$ cat config.mk
export PLATFORM = sky130hd
export DESIGN_NAME = host_command_byte_parser
export DESIGN_NICKNAME = d
export VERILOG_FILES = /design/src/design/hcbp_pkg.sv /design/src/design/hcbp_ctrl.sv /design/src/design/hcbp_dp.sv /design/src/design/host_command_byte_parser.sv
export SDC_FILE = /design/constraint.sdc
export NUM_CORES = 1
export LEC_CHECK = 0
export BUFFER_PORTS_ARGS = -buffer_cell sky130_fd_sc_hd__buf_2
export CAP_MARGIN = 20
export CORE_ASPECT_RATIO = 2
export CORE_MARGIN = 5
export CORE_UTILIZATION = 56
export CTS_BUF_LIST = sky130_fd_sc_hd__clkbuf_16
export DETAILED_ROUTE_END_ITERATION = 12
export PLACE_DENSITY = 0.75
export SYNTH_ARGS = -nofsm -noshare
export SYNTH_HDL_FRONTEND = slang
export SYNTH_SLANG_ARGS = --single-unit
$ cat constraint.sdc
create_clock -name clk -period 4.74 [get_ports clk]
set_input_delay 0.237 -clock clk [delete_from_list [all_inputs] [get_ports clk]]
set_output_delay 0.237 -clock clk [all_outputs]
set_load 0.01 [all_outputs]
$ cat src/design/hcbp_pkg.sv
// ----------------------------------------------------------------------------
// hcbp_pkg
// Shared types and constants for the host command byte parser.
// ----------------------------------------------------------------------------
package hcbp_pkg;

    // Command codes, taken when no gather is in progress
    localparam logic [7:0] CMD_STOP      = 8'h30;
    localparam logic [7:0] CMD_SEND      = 8'h31;
    localparam logic [7:0] CMD_READBACK  = 8'h32;
    localparam logic [7:0] CMD_PARAMS    = 8'h33;
    localparam logic [7:0] CMD_SAVE      = 8'h34;
    localparam logic [7:0] CMD_LOG       = 8'h35;
    localparam logic [7:0] CMD_BLK_CLR   = 8'h36;
    localparam logic [7:0] CMD_BLK_DOWN  = 8'h37;
    localparam logic [7:0] CMD_BLK_UP    = 8'h38;
    localparam logic [7:0] CMD_BLK_SET   = 8'h39;

    localparam logic [7:0] TRAILER       = 8'hAB;

    localparam int FRAME_LEN   = 56;
    localparam int FRAME_WORDS = FRAME_LEN / 4;
    localparam int CNT_W       = 6;
    localparam int ROW_W       = 4;

    // Result kinds
    localparam logic [2:0] EV_NONE       = 3'd0;
    localparam logic [2:0] EV_READBACK   = 3'd1;
    localparam logic [2:0] EV_SAVE       = 3'd2;
    localparam logic [2:0] EV_CARD_SEND  = 3'd3;
    localparam logic [2:0] EV_WORD       = 3'd4;

    // Controller to datapath
    typedef struct packed {
        logic             take_byte;
        logic             rd_en;
        logic [ROW_W-1:0] word_idx;
        logic             load_word;
        logic             load_final;
    } hcbp_cmd_t;

    // Datapath to controller
    typedef struct packed {
        logic out_free;
        logic frame_good;
    } hcbp_sts_t;

    // Architectural flags shown with every result
    typedef struct packed {
        logic        beeper;
        logic [15:0] card_block;
        logic        log_info_flag;
        logic        log_enable;
        logic        send_flag;
        logic        stop_flag;
    } hcbp_flags_t;

endpackage

$ cat src/design/hcbp_ctrl.sv
// ----------------------------------------------------------------------------
// hcbp_ctrl
// Sequencer: takes bytes and, after a good frame, walks the parameter words.
// ----------------------------------------------------------------------------
module hcbp_ctrl #(
    parameter int PARAM_COUNT = 14
) (
    input  logic                  clk,
    input  logic                  rst_n,
    input  logic                  in_valid,
    output logic                  in_ready,
    input  hcbp_pkg::hcbp_sts_t   sts,
    output hcbp_pkg::hcbp_cmd_t   cmd
);
    import hcbp_pkg::*;

    localparam logic [1:0] ST_IDLE  = 2'd0;
    localparam logic [1:0] ST_FETCH = 2'd1;
    localparam logic [1:0] ST_SEND  = 2'd2;
    localparam logic [1:0] ST_FINAL = 2'd3;

    localparam logic [ROW_W-1:0] LAST_IDX = ROW_W'(PARAM_COUNT - 1);

    logic [1:0]       state_reg, state_next;
    logic [ROW_W-1:0] idx_reg, idx_next;

    always_comb
    begin
        state_next     = state_reg;
        idx_next       = idx_reg;
        in_ready       = 1'b0;
        cmd            = '0;
        cmd.word_idx   = idx_reg;
        case (state_reg)
            ST_IDLE:
            begin
                in_ready      = sts.out_free;
                cmd.take_byte = in_valid && sts.out_free;
                if (cmd.take_byte && sts.frame_good)
                begin
                    idx_next   = '0;
                    state_next = ST_FETCH;
                end
            end
            ST_FETCH:
            begin
                cmd.rd_en  = 1'b1;
                state_next = ST_SEND;
            end
            ST_SEND:
            begin
                if (sts.out_free)
                begin
                    cmd.load_word = 1'b1;
                    if (idx_reg == LAST_IDX)
                    begin
                        state_next = ST_FINAL;
                    end
                    else
                    begin
                        idx_next   = idx_reg + 1'b1;
                        state_next = ST_FETCH;
                    end
                end
            end
            ST_FINAL:
            begin
                if (sts.out_free)
                begin
                    cmd.load_final = 1'b1;
                    state_next     = ST_IDLE;
                end
            end
            default:
            begin
                state_next = ST_IDLE;
            end
        endcase
    end

    always_ff @(posedge clk or negedge rst_n)
    begin
        if (!rst_n)
        begin
            state_reg <= ST_IDLE;
            idx_reg   <= '0;
        end
        else
        begin
            state_reg <= state_next;
            idx_reg   <= idx_next;
        end
    end

endmodule

$ cat src/design/hcbp_dp.sv
// ----------------------------------------------------------------------------
// hcbp_dp
// Datapath: command decode, host flags, frame memory and result register.
// ----------------------------------------------------------------------------
module hcbp_dp (
    input  logic                   clk,
    input  logic                   rst_n,
    input  logic [7:0]             rx_byte,
    input  logic                   card_ready,
    input  logic                   out_ready,
    input  hcbp_pkg::hcbp_cmd_t    cmd,
    output hcbp_pkg::hcbp_sts_t    sts,
    output logic                   out_valid,
    output logic [2:0]             event_res,
    output logic [3:0]             param_slot,
    output logic [31:0]            param_word,
    output logic                   last,
    output hcbp_pkg::hcbp_flags_t  flags
);
    import hcbp_pkg::*;

    // Gather and host state
    logic             gath_par_reg, gath_par_next;
    logic             gath_blk_reg, gath_blk_next;
    logic [CNT_W-1:0] count_reg, count_next;
    logic [23:0]      asm_reg;
    hcbp_flags_t      flags_reg, flags_next;

    // Frame memory, one 32-bit word per row
    logic [31:0]      frame_mem [FRAME_WORDS];
    logic             mem_we;
    logic [ROW_W-1:0] rd_addr;
    logic [31:0]      rd_data_reg;
    logic             rd_zero_reg;

    // Result register
    logic             out_valid_reg;
    logic [2:0]       ev_reg;
    logic [3:0]       slot_reg;
    logic [31:0]      word_reg;
    logic             last_reg;

    logic [2:0]       ev_byte;
    logic             frame_good;
    logic             out_free;

    assign frame_good = gath_par_reg && (count_reg == CNT_W'(FRAME_LEN)) && (rx_byte == TRAILER);
    assign out_free   = !out_valid_reg || out_ready;
    assign sts.out_free   = out_free;
    assign sts.frame_good = frame_good;

    always_comb
    begin
        gath_par_next = gath_par_reg;
        gath_blk_next = gath_blk_reg;
        count_next    = count_reg;
        flags_next    = flags_reg;
        ev_byte       = EV_NONE;
        mem_we        = 1'b0;
        if (cmd.take_byte)
        begin
            if (gath_par_reg)
            begin
                if (count_reg < CNT_W'(FRAME_LEN))
                begin
                    mem_we     = (count_reg[1:0] == 2'd3);
                    count_next = count_reg + 1'b1;
                end
                else
                begin
                    count_next    = '0;
                    gath_par_next = 1'b0;
                end
            end
            else if (gath_blk_reg)
            begin
                if (count_reg == '0)
                begin
                    count_next = CNT_W'(1);
                end
                else
                begin
                    flags_next.card_block = {rx_byte, asm_reg[23:16]};
                    ev_byte               = EV_CARD_SEND;
                    count_next            = '0;
                    gath_blk_next         = 1'b0;
                end
            end
            else
            begin
                flags_next.beeper = 1'b1;
                case (rx_byte)
                    CMD_STOP:     flags_next.stop_flag = !flags_reg.stop_flag;
                    CMD_SEND:     flags_next.send_flag = !flags_reg.send_flag;
                    CMD_READBACK: ev_byte = EV_READBACK;
                    CMD_PARAMS:
                    begin
                        gath_par_next = 1'b1;
                        count_next    = '0;
                    end
                    CMD_SAVE:     ev_byte = EV_SAVE;
                    CMD_LOG:
                    begin
                        if (!flags_reg.log_enable)
                        begin
                            flags_next.log_enable    = 1'b1;
                            flags_next.card_block    = '0;
                            flags_next.log_info_flag = 1'b0;
                        end
                        else
                        begin
                            flags_next.log_enable    = 1'b0;
                            flags_next.log_info_flag = 1'b1;
                        end
                    end
                    CMD_BLK_CLR:
                    begin
                        flags_next.card_block = '0;
                        ev_byte               = EV_CARD_SEND;
                    end
                    CMD_BLK_DOWN:
                    begin
                        if (card_ready)
                        begin
                            flags_next.card_block = flags_reg.card_block - 1'b1;
                            ev_byte               = EV_CARD_SEND;
                        end
                        flags_next.beeper = 1'b0;
                    end
                    CMD_BLK_UP:
                    begin
                        if (card_ready)
                        begin
                            flags_next.card_block = flags_reg.card_block + 1'b1;
                            ev_byte               = EV_CARD_SEND;
                        end
                        flags_next.beeper = 1'b0;
                    end
                    CMD_BLK_SET:
                    begin
                        gath_blk_next = 1'b1;
                        count_next    = '0;
                    end
                    default:
                    begin
                    end
                endcase
            end
        end
    end

    always_ff @(posedge clk or negedge rst_n)
    begin
        if (!rst_n)
        begin
            gath_par_reg <= 1'b0;
            gath_blk_reg <= 1'b0;
            count_reg    <= '0;
            flags_reg    <= '0;
        end
        else
        begin
            gath_par_reg <= gath_par_next;
            gath_blk_reg <= gath_blk_next;
            count_reg    <= count_next;
            flags_reg    <= flags_next;
        end
    end

    // Hold the last three bytes taken for word and block assembly
    always_ff @(posedge clk)
    begin
        if (cmd.take_byte)
        begin
            asm_reg <= {rx_byte, asm_reg[23:8]};
        end
    end

    // Rows past the frame read as zero
    assign rd_addr = (cmd.word_idx < ROW_W'(FRAME_WORDS)) ? cmd.word_idx : '0;

    always_ff @(posedge clk)
    begin
        if (mem_we)
        begin
            frame_mem[count_reg[CNT_W-1:2]] <= {rx_byte, asm_reg};
        end
        if (cmd.rd_en)
        begin
            rd_data_reg <= frame_mem[rd_addr];
            rd_zero_reg <= (cmd.word_idx >= ROW_W'(FRAME_WORDS));
        end
    end

    always_ff @(posedge clk or negedge rst_n)
    begin
        if (!rst_n)
        begin
            out_valid_reg <= 1'b0;
        end
        else if (cmd.load_word || cmd.load_final || (cmd.take_byte && !frame_good))
        begin
            out_valid_reg <= 1'b1;
        end
        else if (out_ready)
        begin
            out_valid_reg <= 1'b0;
        end
    end

    always_ff @(posedge clk)
    begin
        if (cmd.load_word)
        begin
            ev_reg   <= EV_WORD;
            slot_reg <= cmd.word_idx;
            word_reg <= rd_zero_reg ? 32'd0 : rd_data_reg;
            last_reg <= 1'b0;
        end
        else if (cmd.load_final)
        begin
            ev_reg   <= EV_READBACK;
            slot_reg <= '0;
            word_reg <= '0;
            last_reg <= 1'b1;
        end
        else if (cmd.take_byte && !frame_good)
        begin
            ev_reg   <= ev_byte;
            slot_reg <= '0;
            word_reg <= '0;
            last_reg <= 1'b1;
        end
    end

    assign out_valid  = out_valid_reg;
    assign event_res  = ev_reg;
    assign param_slot = slot_reg;
    assign param_word = word_reg;
    assign last       = last_reg;
    assign flags      = flags_reg;

endmodule

$ cat src/design/host_command_byte_parser.sv
// ----------------------------------------------------------------------------
// host_command_byte_parser
// Host debugger byte parser: command decode, parameter frame and block index.
// ----------------------------------------------------------------------------
// Output: a byte's result beat is registered and appears in the cycle after
//   the byte is accepted. Throughput: one byte per cycle while the result
//   register is free; a good trailer holds the input while the frame memory
//   is read row by row (read, then load the result) plus the readback beat.
// Reset: rst_n clears all flags, the block index and the gather state; the
//   frame memory is not cleared and is always fully written before a read.
// ----------------------------------------------------------------------------
module host_command_byte_parser #(
    parameter int PARAM_COUNT = 14
) (
    input  logic        clk,
    input  logic        rst_n,
    // tdata: [7:0] rx_byte, [8] card_ready, rest zero
    input  logic        s_axis_tvalid,
    output logic        s_axis_tready,
    input  logic [15:0] s_axis_tdata,
    // tdata: [3:0] param_slot, [35:4] param_word, [36] stop_flag,
    //        [37] send_flag, [38] log_enable, [39] log_info_flag,
    //        [55:40] card_block, [56] beeper, rest zero
    output logic        m_axis_tvalid,
    input  logic        m_axis_tready,
    output logic [63:0] m_axis_tdata,
    // tuser: [2:0] event_res
    output logic [2:0]  m_axis_tuser,
    output logic        m_axis_tlast
);
    import hcbp_pkg::*;

    hcbp_cmd_t   cmd;
    hcbp_sts_t   sts;
    hcbp_flags_t flags;
    logic [3:0]  param_slot;
    logic [31:0] param_word;

    // Sequencer: take bytes while idle, walk the words after a good frame
    hcbp_ctrl #(
        .PARAM_COUNT (PARAM_COUNT)
    ) u_ctrl (
        .clk      (clk),
        .rst_n    (rst_n),
        .in_valid (s_axis_tvalid),
        .in_ready (s_axis_tready),
        .sts      (sts),
        .cmd      (cmd)
    );

    // Datapath: decode, flags, frame memory and the result register
    hcbp_dp u_dp (
        .clk        (clk),
        .rst_n      (rst_n),
        .rx_byte    (s_axis_tdata[7:0]),
        .card_ready (s_axis_tdata[8]),
        .out_ready  (m_axis_tready),
        .cmd        (cmd),
        .sts        (sts),
        .out_valid  (m_axis_tvalid),
        .event_res  (m_axis_tuser),
        .param_slot (param_slot),
        .param_word (param_word),
        .last       (m_axis_tlast),
        .flags      (flags)
    );

    // Flags come live from the state registers: no byte is taken while a
    // result beat is pending, so they always match the beat on the bus.
    assign m_axis_tdata = {7'd0, flags.beeper, flags.card_block, flags.log_info_flag,
                           flags.log_enable, flags.send_flag, flags.stop_flag,
                           param_word, param_slot};

    // A parameter word beat never closes the byte's results
    a_word_not_last: assert property (@(posedge clk) disable iff (!rst_n)
        (m_axis_tvalid && (m_axis_tuser == EV_WORD)) |-> !m_axis_tlast)
        else $error("parameter word beat marked last");

    // A good trailer blocks input on the next cycle while words stream out
    a_frame_blocks: assert property (@(posedge clk) disable iff (!rst_n)
        (cmd.take_byte && sts.frame_good) |=> !s_axis_tready)
        else $error("input taken during frame readout");

    // Word slots stay within the configured count
    a_slot_range: assert property (@(posedge clk) disable iff (!rst_n)
        (m_axis_tvalid && (m_axis_tuser == EV_WORD)) |->
        (32'(param_slot) < PARAM_COUNT))
        else $error("parameter slot out of range");

    // Never load a byte result and a frame result in the same cycle
    a_one_load: assert property (@(posedge clk) disable iff (!rst_n)
        !(cmd.take_byte && (cmd.load_word || cmd.load_final)))
        else $error("conflicting result loads");

endmodule

Word level (Yosys, flattened, before mapping):

Memories as Yosys holds them, arrays and structs flattened. A register that Yosys moved wholly into a read port is not among the register bits.
Cells that the tools add are included.

* magnitude comparators: 3
* eq/ne operators: 25
* reduce and logical (&&, ||, !) cells: 32
* mux-type cells: 60
* bitwise logic cells: 2
* $add $sub $neg: 4

Operators by type and width (count)
* 32-bit two-way mux: 4
* 8-bit by 6-bit == test with 1-bit output, second input constant: 10
* 16-bit two-way mux: 5
* 16-bit case mux with 4 select lines: 1
* 4-bit two-way mux: 7
* 1-bit two-way mux: 24
* 6-bit two-way mux: 4
* 16-bit by 1-bit adder with 16-bit output, second input constant: 1
* 4-bit AND reduction: 4
* 16-bit by 1-bit subtractor with 16-bit output, second input constant: 1
* 3-bit two-way mux: 5
* 2-bit two-way mux: 7
* 3-bit case mux with 4 select lines: 1
* 3-bit by 2-bit inequality test with 1-bit output, second input constant: 3
* 8-bit == test, second input constant: 1
* 2-bit case mux with 4 select lines: 1
* 4-bit case mux with 2 select lines: 1
* 7-bit AND reduction: 1
* 6-bit by 1-bit adder with 6-bit output, second input constant: 1
* 2-bit == test, second input constant: 3
* 6-bit == test, second input constant: 1
* 6-bit logical NOT: 1
* 6-bit less-than comparator, second input constant: 1
* 2-bit by 1-bit inequality test with 1-bit output, second input constant: 3
* 17 further kinds: 35

* output and inout port bits: 70
* bits in writable memories: 448
* bits in registers: 101
* memories kept: 1

Memory list
* u_dp.frame_mem: depth 14, bits a word 32, read ports 1, clocked after Yosys merged registers in 1, write ports 1, RTL line hcbp_dp.sv:30 `logic [31:0] frame_mem [FRAME_WORDS];`

Longest topological paths before layout:

Gate-level depths: netlist of run 1.

* word-level depth: 8
* gate-level depth with buffers: 10

Hierarchy:

From an unflattened synthesis of run 1, not the netlist that was laid out.

* cells, all modules: 1528
* area total of the unflattened synthesis: 23907.9 µm²

By module, submodules not included
* hcbp_dp: times used 1, area each 23483.8 µm², cells an instance 1483
* hcbp_ctrl: times used 1, area each 367.9 µm², cells an instance 37
* host_command_byte_parser: times used 1, area each 56.3 µm², cells an instance 8

Least setup slack after synthesis of run 1:

No wires, ideal clock.

* kind: reg-to-reg
* start: register u_ctrl.state_reg[1]
* end: memory u_dp.frame_mem[12][0] (enable)
* arrival: 3.970 ns
* library setup time: 0.461 ns
* setup slack: 0.309 ns
* path buffers: 1
* period minus slack after synthesis: 4.431 ns
* cell stages (with the launch flop): 7
* data required time: 4.279 ns
* path through: dfrtp_1 -> clkbuf_1 -> inv_1 -> nand4_1 -> inv_1 -> nand3_1 -> nor3_1

RTL lines
* start: declaration: RTL line hcbp_ctrl.sv:24 `logic [1:0] state_reg, state_next;`
* start signal: assignment: RTL line hcbp_ctrl.sv:90 `state_reg <= state_next;`
* end: declaration: RTL line hcbp_dp.sv:30

==> results.json, run 1 <==
{
  "synth_cell_types": 65,
  "wl_per_cell_um": 25.1,
  "core_area_um2": 41800,
  "grt_pass1_wl_um": 82700,
  "grt_pass1_vias": 14000,
  "ant_nets": 0,
  "sequentialPowerShare_pct": 57.1,
  "fin_crit_sh_pct": 70.4,
  "synthFlopType": "edfxtp_1",
  "clock_tree.root_cell": "clkbuf_16",
  "drt-total-wl_um": 55200,
  "max_freq_mhz": 300,
  "gp_congestion": 0.911,
  "leakage_nw": 9.39,
  "die_h_um": 301,
  "n_antenna_cell": 0,
  "syn_area_um2": 23600,
  "port_buffers": 75,
  "worstPathRequired_ns": 4.97,
  "syn_to_final_growth_pct": 12.0,
  "switching_share_pct": 19.5,
  "rsz0062_at_grt": "no",
  "hold_violations": 0,
  "hold_depth": 3,
  "initial_core_util_pct": 56.6,
  "setup_viol": 0,
  "final_cells": 2194,
  "tightest_slew_ns": 1.13,
  "dp_cells": 2109,
  "antenna_found_initial": 0,
  "start_kind": "flop",
  "fillers": 2908,
  "yosysWarnings": 0,
  "layout_common_cells": "edfxtp_1 (541), mux2i_1 (163), nand2_1 (115), o21ai_0 (98), nand3_1 (76)",
  "avgSynthCellArea_um2": 15.2,
  "min_path_type": "in2reg",
  "fin_nets": 1660,
  "layout_commonest_cell": "edfxtp_1",
  "async_flop_share_pct": 6.20,
  "crit_type": "reg2reg",
  "drt_pass1_iterations": 5,
  "drt_iter0_markers": 1171,
  "cts.sinks": 581,
  "outcome": "completed",
  "cp_max_fo": 17,
  "cts_htree_levels": 2,
  "synth_edf_count": 541,
  "drive_gt1_share_pct": 13.4,
  "ir_worst_vdd_mv": 0.326,
  "endpoint_kind": "flop",
  "largest_register_ffs": 448,
  "clock_latency_ns": 0.56,
  "synth_cells": 1556,
  "r2r_cells": 7,
  "drv_slew": 0,
  "grt_max_degree": 55,
  "dp.final_hpwl_um": 32600,
  "synth_top_area_share_pct": 68.7,
  "grt.total_usage_pct": 23.5,
  "p_int_mw": 8.08,
  "yosysSeqAreaShare_pct": 72.9,
  "globalRoute.totalOverflow": 0,
  "clock_path_buffers": 3,
  "via_per_inst": 6.26,
  "layout_min_cycle_time_ns": 3.34,
  "yosys-top-cells-area": "edfxtp_1 (69%), mux2i_1 (6.9%), dfrtp_1 (3.8%)",
  "drc": 0,
  "maxCapViolCount": 0,
  "clock_power_share_pct": 40.9,
  "synth_area_leader_cell": "edfxtp_1",
  "die_area_um2": 46700,
  "powerDensity_nw_per_um2": 380,
  "power_frac_comb_pct": 2.0,
  "cts_buffers": 46,
  "cts_tree": "built",
  "max_slew_margin_pct": 24.5,
  "switchingPower_mw": 1.96,
  "final_core_util_pct": 63.3,
  "io_pins": 90,
  "dr_total_vias": 13700,
  "num_rows": 106,
  "path_clk_slew_ns": 0.07,
  "finClkSkew_ns": 0.0112,
  "crit_arrival_ns": 3.57,
  "setup_tns_ns": 0,
  "ys_ff_latch": 581,
  "die_x_um": 155
}
==> layer usage <==
layer	vias up	GRT usage, %	wire [um]	share of wire, %
met2	517	44.7	30900	56
li1	6143	-	-	-
met4	0	9.85	2260	4.1
met1	6925	26.2	19400	35
met5	-	0	0	0
met3	147	2.65	2660	4.8
==> per-stage QoR <==
stage               power, mW  hold slack (ns)  worst slack, ns  area (um^2)
finish                   10.0           0.0656             1.40        26500
global route             10.3           0.0292             1.23        26500
CTS                      10.1         0.000922             1.43        26500
detailed placement       6.05            0.416             1.09        24800
global placement         6.03            0.405             1.14        24800
floorplan                5.93          -0.0586            0.309        23700
==> synth_stat cells, types with 4 or more instances <==
library cell / number
edfxtp_1: 541
mux2i_1: 163
nand2_1: 117
o21ai_0: 98
nand3_1: 76
and2_1: 70
clkbuf_1: 66
o221ai_1: 65
a211oi_1: 36
dfrtp_1: 36
nor2_1: 35
o22ai_1: 32
a21oi_1: 23
ha_1: 21
buf_2: 16
buf_1: 14
xnor2_1: 11
inv_1: 10
nor3_1: 10
a22oi_1: 8
buf_4: 8
nand2b_1: 7
a21o_1: 5
a31oi_1: 5
nand4_1: 5
nor2b_1: 5
nor4_1: 5
dfxtp_1: 4
nand3b_1: 4
o211ai_1: 4
o31ai_1: 4
xor2_1: 4
==> power by group through the flow <==
stage          clock network, mW  logic [mW]  registers (mW)
6_report                    4.11       0.203            5.73
5_1_grt                     4.39       0.223            5.74
4_1_cts                     4.16       0.204            5.73
3_5_place_dp                   0       0.202            5.84
3_3_place_gp                   0       0.196            5.84
2_1_floorplan                  0       0.108            5.82
==> cell type report <==
cell class	instances	area [um^2]	area share, %
Sequential cell	581	17200	65.1
Multi-Input combinational cell	863	6060	22.9
Inverter	12	45.0	0.170
Clock buffer	49	1230	4.63
Timing Repair Buffer	114	828	3.13
Tap cell	540	676	2.55
Clock inverter	35	399	1.51
==> kinds of logic after synthesis <==
family | after synthesis | synth area share (%)
buf+inv | 118 | 2.15
simple gates | 357 | 7.67
mux | 165 | 7.00
xor+xnor | 15 | 0.556
compound gates | 297 | 8.52
other cells | 1 | 0.0159
flops | 581 | 72.9
fa+ha+maj | 22 | 1.20
==> critical path, stage by stage (launching register included) <==
cell	delay, ns
dfrtp_1	0.52
inv_1	0.19
nand4_1	0.29
inv_1	0.16
nand3_1	0.18
or3_1	0.54
nor2_4	0.67
buf_4	0.44
==> final timing paths <==
| check | from | end | slack (ns) |
|---|---|---|---|
| max reg2reg | u_ctrl.state_reg[1] | u_dp.frame_mem[2][21] | 1.40 |
| min | s_axis_tvalid | u_ctrl.state_reg[0] | 0.07 |
| max | u_ctrl.state_reg[1] | u_dp.frame_mem[2][21] | 1.40 |
| min in group asynchronous | rst_n | u_dp.flags[8] | 0.35 |
| max in group asynchronous | rst_n | u_ctrl.idx_reg[0] | 3.66 |
| min reg2reg | u_dp.event_res[2] | u_dp.event_res[2] | 0.46 |
==> repair_timing <==
item / 4_1_cts / 5_1_grt
buffers inserted: 0 / 0
gates resized for setup: 0 / 0
endpoints found under the setup margin: 0 / 0
hold buffers: 1 / 0
endpoints found under the hold margin: 36 / 0
No activity file was read; power rests on OpenSTA's default activity.
==> run 2: changes to the inputs <==
==> constraint.sdc (replaced) <==
create_clock -name clk -period 3 [get_ports clk]
set_input_delay 0.15 -clock clk [delete_from_list [all_inputs] [get_ports clk]]
set_output_delay 0.15 -clock clk [all_outputs]
set_load 0.01 [all_outputs]
==> run 2 against run 1 <==
Core utilization up 1.3 points. First-iteration DRC count up 18%. Clock skew up 0.0078 ns. Setup slack worse by 1.1 ns. Global-route usage up 0.32 points. Via count up 2.8%. Total power up 58%. Flip-flop and latch count unchanged. Combinational power up 76%.
==> results.json, run 2 (synthesis gave the netlist of run 1 again) <==
{
  "outcome": "completed",
  "syn_to_final_growth_pct": 14.3,
  "drt_pass1_iterations": 5,
  "maxCapViolCount": 0,
  "clock_power_share_pct": 40.7,
  "postCtsSetupBuffers": 0,
  "dp_cells": 2168,
  "dpl_cell_area_um2": 25400,
  "dr_total_vias": 14100,
  "cts_htree_levels": 2,
  "switching_share_pct": 20.1,
  "antenna_found_initial": 0,
  "endpoint_kind": "flop",
  "crit_type": "reg2reg",
  "stdcell_area_um2": 27000,
  "max_slew_margin_pct": 42.1,
  "cts_tree": "built",
  "power_frac_comb_pct": 2.3,
  "largest_register_ffs": 448,
  "final_core_util_pct": 64.6,
  "clock_tree.root_cell": "clkbuf_16",
  "min_path_type": "in2reg",
  "leakage_nw": 9.73,
  "sequentialPowerShare_pct": 57.0,
  "clock_path_buffers": 3,
  "num_rows": 106,
  "p_int_mw": 12.7,
  "cts_buffers": 47,
  "ir_worst_vdd_mv": 0.395,
  "dp.final_hpwl_um": 33200,
  "drt-total-wl_um": 56000,
  "fin_crit_sh_pct": 88.8,
  "finalHoldWorstSlack_ns": 0.0873,
  "cp_max_fo": 18,
  "rsz0062_at_grt": "no",
  "powerDensity_nw_per_um2": 588,
  "switchingPower_mw": 3.19,
  "finClkSkew_ns": 0.0190,
  "final_cells": 2258,
  "hold_violations": 0,
  "gp_congestion": 0.921,
  "path_clk_slew_ns": 0.07,
  "die_h_um": 301,
  "max_freq_mhz": 375,
  "clock_latency_ns": 0.57,
  "layout_common_cells": "edfxtp_1 (541), mux2i_1 (163), nand2_1 (115), o21ai_0 (98), buf_4 (79)",
  "die_x_um": 155,
  "cts.sinks": 581,
  "tightest_slew_ns": 0.868,
  "drv_slew": 0,
  "initial_core_util_pct": 56.6,
  "start_kind": "flop",
  "grt_pass1_vias": 14500,
  "drt_iter0_markers": 1376,
  "io_pins": 90,
  "layout_commonest_cell": "edfxtp_1",
  "wl_per_cell_um": 24.8,
  "die_area_um2": 46700,
  "drc": 0,
  "fin_nets": 1722,
  "via_per_inst": 6.25,
  "crit_arrival_ns": 2.89,
  "ant_nets": 0,
  "finalPower_mw": 15.9,
  "fin_ws_ns": 0.335,
  "layout_min_cycle_time_ns": 2.66,
  "n_antenna_cell": 0,
  "fillers": 2888,
  "port_buffers": 75,
  "setup_tns_ns": 0,
  "grt_pass1_wl_um": 84500,
  "drive_gt1_share_pct": 16.6,
  "setup_viol": 0,
  "pre_cts_slack_ns": -0.0312,
  "worstPathRequired_ns": 3.23,
  "core_area_um2": 41800,
  "grt.total_usage_pct": 23.8,
  "globalRoute.totalOverflow": 0,
  "grt_max_degree": 65
}
## run 2: cell count changes in the layout (fill, tap and decap cells not counted), sizes merged
cell	change
dlygate4sd3	+2
clkinv	+8
clkinvlp	-4
clkbuf	-1
inv	+1
buf	+59
bufinv	-1
## run 2: layout make-up
cell class	instances	area, um^2	area share, %
Inverter	12	48.8	0.181
Clock buffer	48	1200	4.45
Timing Repair Buffer	175	1360	5.03
Clock inverter	39	417	1.54
Multi-Input combinational cell	863	6080	22.5
Sequential cell	581	17200	63.8
Tap cell	540	676	2.50
## run 2: what timing repair did
item	CTS	global route
gates resized for setup	0	0
hold endpoints to repair	33	0
hold buffers	3	0
## run 2: worst max-delay path: stages (launching register included)
cell	delay, ns
dfrtp_1	0.40
inv_1	0.18
nand4_1	0.31
clkinvlp_4	0.20
nand3_2	0.16
or3_1	0.54
nor2_4	0.15
buf_4	0.35
## run 2: path summary, 6_finish.rpt
kind / start / endpoint / slack [ns] / cells after the start
min in group asynchronous: rst_n / u_dp.flags[5] / 0.21 / 2
min reg2reg: u_dp.event_res[2] / u_dp.event_res[2] / 0.45 / 1
max in group asynchronous: rst_n / u_ctrl.idx_reg[0] / 2.11 / 2
max: u_ctrl.state_reg[0] / u_dp.frame_mem[1][14] / 0.34 / 7
max reg2reg: u_ctrl.state_reg[0] / u_dp.frame_mem[1][14] / 0.34 / 7
min: s_axis_tdata[8] / u_dp.event_res[1] / 0.09 / 4
## run 2: power by group through the flow
stage | Combinational [mW] | Sequential, mW | Clock (mW)
finish | 0.358 | 9.05 | 6.47
global placement | 0.346 | 9.22 | 0
global route | 0.395 | 9.06 | 6.87
detailed placement | 0.353 | 9.23 | 0
floorplan | 0.177 | 9.20 | 0
CTS | 0.361 | 9.05 | 6.54
## run 2: routing by layer
layer | track usage, % | wire (um)
met5 | 0 | 0
met4 | 10.8 | 2620
met3 | 2.56 | 3170
met2 | 44.5 | 30800
met1 | 27.1 | 19300
==> run 3: changes to the inputs <==
--- a/config.mk
+++ b/config.mk
@@ -12,6 +12,7 @@
 export CORE_UTILIZATION = 56
 export CTS_BUF_LIST = sky130_fd_sc_hd__clkbuf_16
 export DETAILED_ROUTE_END_ITERATION = 12
+export GPL_TIMING_DRIVEN = 0
 export PLACE_DENSITY = 0.75
 export SYNTH_ARGS = -nofsm -noshare
 export SYNTH_HDL_FRONTEND = slang
==> run 3 against run 2 <==
Worst hold slack lost 0.067 ns. Combinational power about the same. First-iteration DRC count is 4.4% lower. Count of clock-buffer cells in the layout increased by 1. Global-route usage increased by 2.0 points. Clock skew fell by 0.0049 ns. Total power fell by 0.70%. Fmax shrank 7.4%. Flip-flop and latch count is the same. Setup slack got worse by 0.21 ns. Sequential power is essentially flat. Final cell count rose by 1.9%. Critical path type is now in2reg. Critical endpoint is now u_dp.flags[19].
==> results.json, run 3 (synthesis gave the netlist of run 1 again) <==
{
  "outcome": "completed",
  "clock_power_share_pct": 40.3,
  "power_frac_comb_pct": 2.3,
  "pre_cts_slack_ns": -0.921,
  "ir_worst_vdd_mv": 0.387,
  "cp_max_fo": 24,
  "fin_nets": 1765,
  "max_stage_delay_ns": 0.59,
  "dr_total_vias": 14300,
  "clock_path_buffers": 3,
  "largest_register_ffs": 448,
  "die_h_um": 301,
  "hold_violations": 0,
  "grt_pass1_vias": 14900,
  "io_pins": 90,
  "endpoint_kind": "flop",
  "critical_path.cell_chain": "buf_2, or4b_1, or2_2, ha_1, o211ai_1, o211ai_1, buf_4, nand4_1, and3_1, or2_2, a211o_1",
  "syn_to_final_growth_pct": 14.9,
  "drt_iter0_markers": 1316,
  "ant_nets": 0,
  "drc": 0,
  "layout_min_cycle_time_ns": 2.88,
  "via_per_inst": 6.22,
  "cpLargestDelayFamily": "simple AND/OR/NAND/NOR gates",
  "p_int_mw": 12.6,
  "drv_slew": 0,
  "grt_max_degree": 38,
  "die_area_um2": 46700,
  "cts_buffers": 48,
  "fillers": 2885,
  "min_path_type": "in2reg",
  "switching_share_pct": 20.3,
  "layout_common_cells": "edfxtp_1 (541), mux2i_1 (163), nand2_1 (117), o21ai_0 (95), buf_2 (94)",
  "globalRoute.totalOverflow": 0,
  "port_buffers": 75,
  "final_core_util_pct": 65.0,
  "max_freq_mhz": 348,
  "fin_ws_ns": 0.123,
  "leakage_nw": 9.69,
  "drt-total-wl_um": 60500,
  "start_kind": "input pin",
  "num_rows": 106,
  "antenna_found_initial": 0,
  "drt_pass1_iterations": 7,
  "clock_tree.root_cell": "clkbuf_16",
  "tightest_slew_ns": 1.02,
  "n_antenna_cell": 0,
  "register_area_um2": 17200,
  "wl_per_cell_um": 26.3,
  "sequentialPowerShare_pct": 57.4,
  "crit_arrival_ns": 3.34,
  "cts_htree_levels": 2,
  "drive_gt1_share_pct": 14.7,
  "maxCapViolCount": 0,
  "switchingPower_mw": 3.21,
  "worstPathRequired_ns": 3.46,
  "dp.final_hpwl_um": 41400,
  "fin_crit_sh_pct": 95.9,
  "grt.total_usage_pct": 25.8,
  "timing.critical_path.buf_inv": 2,
  "grt_pass1_wl_um": 89200,
  "core_area_um2": 41800,
  "finClkSkew_ns": 0.0141,
  "clock_latency_ns": 0.58,
  "cts_tree": "built",
  "setup_viol": 0,
  "path_clk_slew_ns": 0.07,
  "cp_slowest_cell": "or4b_1",
  "max_slew_margin_pct": 31.9,
  "powerDensity_nw_per_um2": 581,
  "die_x_um": 155,
  "cts.sinks": 581,
  "crit_type": "in2reg",
  "gp_congestion": 0.882,
  "multi_input_area_um2": 6080,
  "rsz0062_at_grt": "no",
  "initial_core_util_pct": 56.6,
  "layout_commonest_cell": "edfxtp_1"
}
==> run 3: cell types whose count changed in the layout (fill, tap and decap cells not counted), moves of 7 or more <==
| cell | change |
|---|---|
| buf_16 | +11 |
| buf_2 | +19 |
| clkbuf_2 | +8 |
| clkbuf_1 | +57 |
| buf_4 | -63 |
| buf_1 | +7 |
==> run 3: stage by stage <==
stage	power, mW	hold WS [ns]	area, um^2	TNS (ns)	cells
global placement	9.55	0.324	24800	-545.83	2177
finish	15.8	0.0199	27200	0	2301
detailed placement	9.58	0.339	25300	-292.95	2194
floorplan	9.38	-0.146	23800	-5.51	1562
global route	16.2	0.0313	27200	0	2301
CTS	15.8	0.00412	27200	0	2304
==> run 3: power by group through the flow <==
stage          combinational [mW]  sequential, mW  clock [mW]
2_1_floorplan               0.177            9.20           0
3_3_place_gp                0.331            9.22           0
3_5_place_dp                0.344            9.23           0
4_1_cts                     0.363            9.05        6.39
5_1_grt                     0.395            9.06        6.73
6_report                    0.361            9.06        6.35
==> run 3: final timing paths <==
kind	from	end	slack, ns	cells past startpoint
max reg2reg	u_ctrl.state_reg[1]	u_dp.frame_mem[0][2]	0.13	7
max	s_axis_tdata[2]	u_dp.flags[19]	0.12	11
min	m_axis_tready	u_dp.out_valid	0.02	3
min in group asynchronous	rst_n	u_dp.flags[8]	0.25	2
max in group asynchronous	rst_n	u_ctrl.idx_reg[2]	2.10	2
min reg2reg	u_dp.event_res[1]	u_dp.event_res[1]	0.44	2
==> run 3: area by class of cell <==
type | instances | area share, %
buffer | 102 | 1.71
clock buffer | 49 | 4.52
clock inverter | 39 | 1.30
inverter | 12 | 0.194
multi-input combinational | 864 | 22.4
sequential | 581 | 63.4
tap | 540 | 2.49
timing repair buffer | 113 | 3.94
timing repair inverter | 1 | 0.0184
==> run 3: per-layer routing <==
metal  part of all wire [%]  GRT usage [%]
met3                    5.5           2.79
met5                      0              0
met1                     31           26.0
met4                    6.0           13.6
met2                     57           50.6
==> run 3: what timing repair did <==
item / in CTS / in global routing
hold endpoints to repair: 82 / 0
setup buffers: 15 / 0
pin swaps: 10 / 0
hold buffers: 6 / 0
gates resized for setup: 15 / 12
setup endpoints to repair: 522 / 10
cloned: 2 / 0
==> run 3: tightest hold or removal path: cells and delay by family <==
family,cells,cell delay [ns]
buffers and inverters,1,0.09
AND/OR/NAND/NOR,2,0.31
